--- src/design/cpe_ram.sv ---
`timescale 1ns / 1ps
`default_nettype none
// ----------------------------------------------------------------------------
// cpe_ram
// Simple dual-port synchronous RAM: one write port, one registered read port.
// ----------------------------------------------------------------------------
module cpe_ram #(
    parameter int WIDTH = 8,
    parameter int DEPTH = 32,
    parameter int AW    = $clog2(DEPTH)
) (
    input  wire logic             clk,
    input  wire logic             we,
    input  wire logic [AW-1:0]    waddr,
    input  wire logic [WIDTH-1:0] wdata,
    input  wire logic [AW-1:0]    raddr,
    output logic      [WIDTH-1:0] rdata
);

    logic [WIDTH-1:0] mem [DEPTH];

    // Write port
    always_ff @(posedge clk)
    begin
        if (we)
        begin
            mem[waddr] <= wdata;
        end
    end

    // Read port, registered
    always_ff @(posedge clk)
    begin
        rdata <= mem[raddr];
    end

endmodule

`default_nettype wire

--- config.mk ---
export PLATFORM = sky130hd
export DESIGN_NAME = cpe_ram
export DESIGN_NICKNAME = d
export VERILOG_FILES = /design/src/design/cpe_ram.sv
export SDC_FILE = /design/constraint.sdc
export NUM_CORES = 1
export LEC_CHECK = 0
export BUFFER_PORTS_ARGS = -buffer_cell sky130_fd_sc_hd__buf_2
export CAP_MARGIN = 20
export CORE_ASPECT_RATIO = 1.5
export CORE_UTILIZATION = 40
export DETAILED_ROUTE_END_ITERATION = 8
export PLACE_DENSITY_LB_ADDON = 0.12
export REMOVE_ABC_BUFFERS = 1
export SYNTH_ARGS = -nofsm -noshare
export SYNTH_HDL_FRONTEND = slang
export SYNTH_SLANG_ARGS = --single-unit
--- constraint.sdc ---
create_clock -name clk -period 2.4 [get_ports clk]
set_clock_uncertainty 0.05 [all_clocks]
set_input_delay 0.48 -clock clk [delete_from_list [all_inputs] [get_ports clk]]
set_output_delay 0.48 -clock clk [all_outputs]
set_load 0.1 [all_outputs]
# After elaboration in Yosys (flattened, before gate mapping)
# Memory sizes are Yosys's and may differ from the RTL's. A register that Yosys moved wholly into a read port is not among the register bits.
# Index checks and enable logic that the tools add are counted.
dict set report word_totals {
  reg_bits 0
  mem_bits_rw 256
  inputBits 20
  output_inout_bits 8
  elab_cells 3
  mem_count 1
}
dict set report op_classes {
  n_mux 2
}
# memory words width read_ports rd_ports_with_merged_regs wr line_no
set mem_list {}
lappend mem_list {mem 32 8 1 1 1 20} ;# logic [WIDTH-1:0] mem [DEPTH];
# op n
set ops {}
lappend ops {{$mux 1} 2}

# Logic depth before layout (Yosys ltp)
dict set report logic_depth {
  word_depth 2
  ltp_mapped 5
  ltp_nobuf 3
}

# Worst setup path after synthesis
# No wires, ideal clock.
dict set report synth_path {
  path_kind {in2reg}
  startpoint {input port raddr[2]}
  endpoint {register rdata[0] (read register of mem)}
  t_arrival_ps 2162
  required_ps 2229
  setup_slack_ps 68
  path_stages 5
  n_path_buf 2
  path_cell_list {clkbuf_1 clkbuf_1 mux4_2 mux4_2 mux2_2}
}
# item line_no
set synth_rtl {}
lappend synth_rtl {{start: declaration} 16} ;# input wire logic [AW-1:0] raddr,
lappend synth_rtl {{end: declaration} 17} ;# output logic [WIDTH-1:0] rdata

==> run metrics <==
status=completed; CTS root buf=clkbuf_16; final hold viol count=0; CP max stage cell=mux4_2; CP startpoint=raddr[0]; setup_tns=0 ps; syn_area_per_cell=24.11 um^2; DR iter-0 viols=300; DR pass1 iterations=5; peak supply drop=524.1 uV; CTS Hold Bufs=0; Rel. slew slack=55.65%; Worst Tran Pin Value=665.2 ps; CTS buffer count=24; Gate Count Post-Synth=417; worst path cell trace=buf_4 > buf_12 > mux4_2 > mux4_2 > mux2_2; Hold Path Depth=2; number of global-route vias before repair=4851; fin crit period=1973 ps; share of post-route cells with drive strength above 1=38.04%; Int Pwr=7604 uW; initial antenna violation count=0; post-synthesis sequential area ratio=78.06%; final setup margin=427.1 ps; P_sw=2027 uW; CP endpoint kind=flip-flop; DRC viols=0; Hold EP=rdata[7]; f_max=0.5069 GHz; RSZ-0062 raised after global routing=false; first-pass GRT wire length=34120 um; Worst path most repeated cell=mux4_2; cts repair resizes=0; Final ANT Viol Nets=0; crit-path max FO=25; GRT Residual Overflow=0; worst reg2reg path endpoint=rdata[4]; Slew Viols, Final=0; slowest stage delay, CP=580 ps; Placer Congestion=0.7371; CP bufs+invs=2; Die W=131.4 um; switching part of the total power=21.05%; PwrDens=823.8 mW/mm^2; Cells after DPL=790; Routed WL per cell=27.97 um; number of port buffers=27; CP arrival=2320 ps; leak pwr=0.003711 uW; number of max-cap violations=0; CTS H-Tree Depth=1; clock network fraction of total power=39.7%; die area=0.02578 mm^2; total wire length=23330 um; Seq cells post-synth=264; CP required=2750 ps; worst hold margin=403.9 ps; gr usage total=18.91%; leading cell type in the layout, fill and taps excluded=edfxtp_1; clk_lat worst skew=520 ps; reg2reg start=mem[23][4]; via-per-instance ratio=5.434; Hold WC Path Type=input port to flip-flop; Worst-path clk slew=70 ps; critical path startpoint category=input port; register area=0.007848 mm^2; pre-CTS WS=-148.4 ps; area delta synth->final=16.29%; Final #Nets=512; period utilization=82.20%; CP top delay family=multiplexers; n_diodes=0; area of the multi-input gates=0.002100 mm^2; R2R setup slack=510 ps; yosys warns=0; row count=70; synthesized area=0.01005 mm^2; Min-Delay Startpoint=raddr[3]; Starting Density=40.99%; Finished Layout Cells=834; final setup vio count=0; clk buf depth=3; FILL cells=2060; post-synth cell types=15; Flop pwr share=53.4%; Post-CTS Setup Inserts=0; Ports=28; commonest non-fill, non-tap cells in the layout=256 x edfxtp_1, 80 x mux4_2, 36 x buf_4; clock sinks=264; reg2reg path depth=3; hpwl dp=15190 um; Gate power share=6.8%; CTS tree=built; core area=0.02452 mm^2; crit path kind=input port to flip-flop; vias=4532; pin count of the biggest net entering global routing=33; die height=196.2 um
cells by family (layout without fill, tap and decap cells):
| group | count (synthesis) | count (layout) | share of synthesized area, % |
|---|---|---|---|
| AND/OR/NAND/NOR | 45 | 45 | 2.066 |
| flip-flops | 264 | 264 | 78.06 |
| multiplexers | 88 | 88 | 18.82 |
| buffers and inverters | 20 | 113 | 1.058 |
final cells by class:
type                            count  share of cell area, %
Sequential cell                   264                  67.12
Multi-Input combinational cell    133                  17.96
Clock buffer                       36                  6.047
Timing Repair Buffer               69                  4.623
Tap cell                          324                  3.467
Clock inverter                      8                 0.7813
power groups by stage:
stage | logic (uW) | registers, uW | clock network (uW)
after floorplan | 213 | 5380 | 0
after global placement | 672 | 5240 | 0
after detailed placement | 675 | 5250 | 0
after CTS | 676 | 5150 | 3930
after global routing | 694 | 5150 | 4080
final | 659 | 5150 | 3830
flip-flops by register name (all words and copies together), names as in the netlist:
name   count
rdata      8
mem      256
worst max-delay path by stage:
stage	depth (start not counted)	slack, ps	to
finish	5	430	rdata[3]
global route	5	380	rdata[3]
CTS	5	390	rdata[3]
detailed placement	5	-150	rdata[3]
global placement	5	-140	rdata[3]
floorplan	2	550	mem[0][0]
per-layer routing:
layer	wire (um)	part of all wire, %	up-vias	GRT usage [%]
li1	-	-	1926	-
met1	8675	37	2446	22.08
met3	882	3.8	44	2.326
met5	0	0	-	0
met2	12700	54	116	34.53
met4	1069	4.6	0	8.829
cell usage after synthesis (all sizes together):
cell / number / share of area, %
buf: 14 / 0.83
nor2: 33 / 1.2
nand3b: 5 / 0.37
or3: 1 / 0.062
mux2: 8 / 0.90
edfxtp: 256 / 76
mux4: 80 / 18
clkbuf: 6 / 0.22
or3b: 3 / 0.26
nand3: 2 / 0.10
dfxtp: 8 / 1.6
nand2: 1 / 0.037
per-stage QoR:
stage	cell area, um^2	util (%)	power, uW
after floorplan	9947	-	5590
after global placement	10890	44.42	5916
after detailed placement	10890	44.42	5923
after CTS	11690	47.67	9751
after global routing	11690	47.67	9918
final	11690	47.67	9631
No activity file was read; power rests on OpenSTA's default activity.
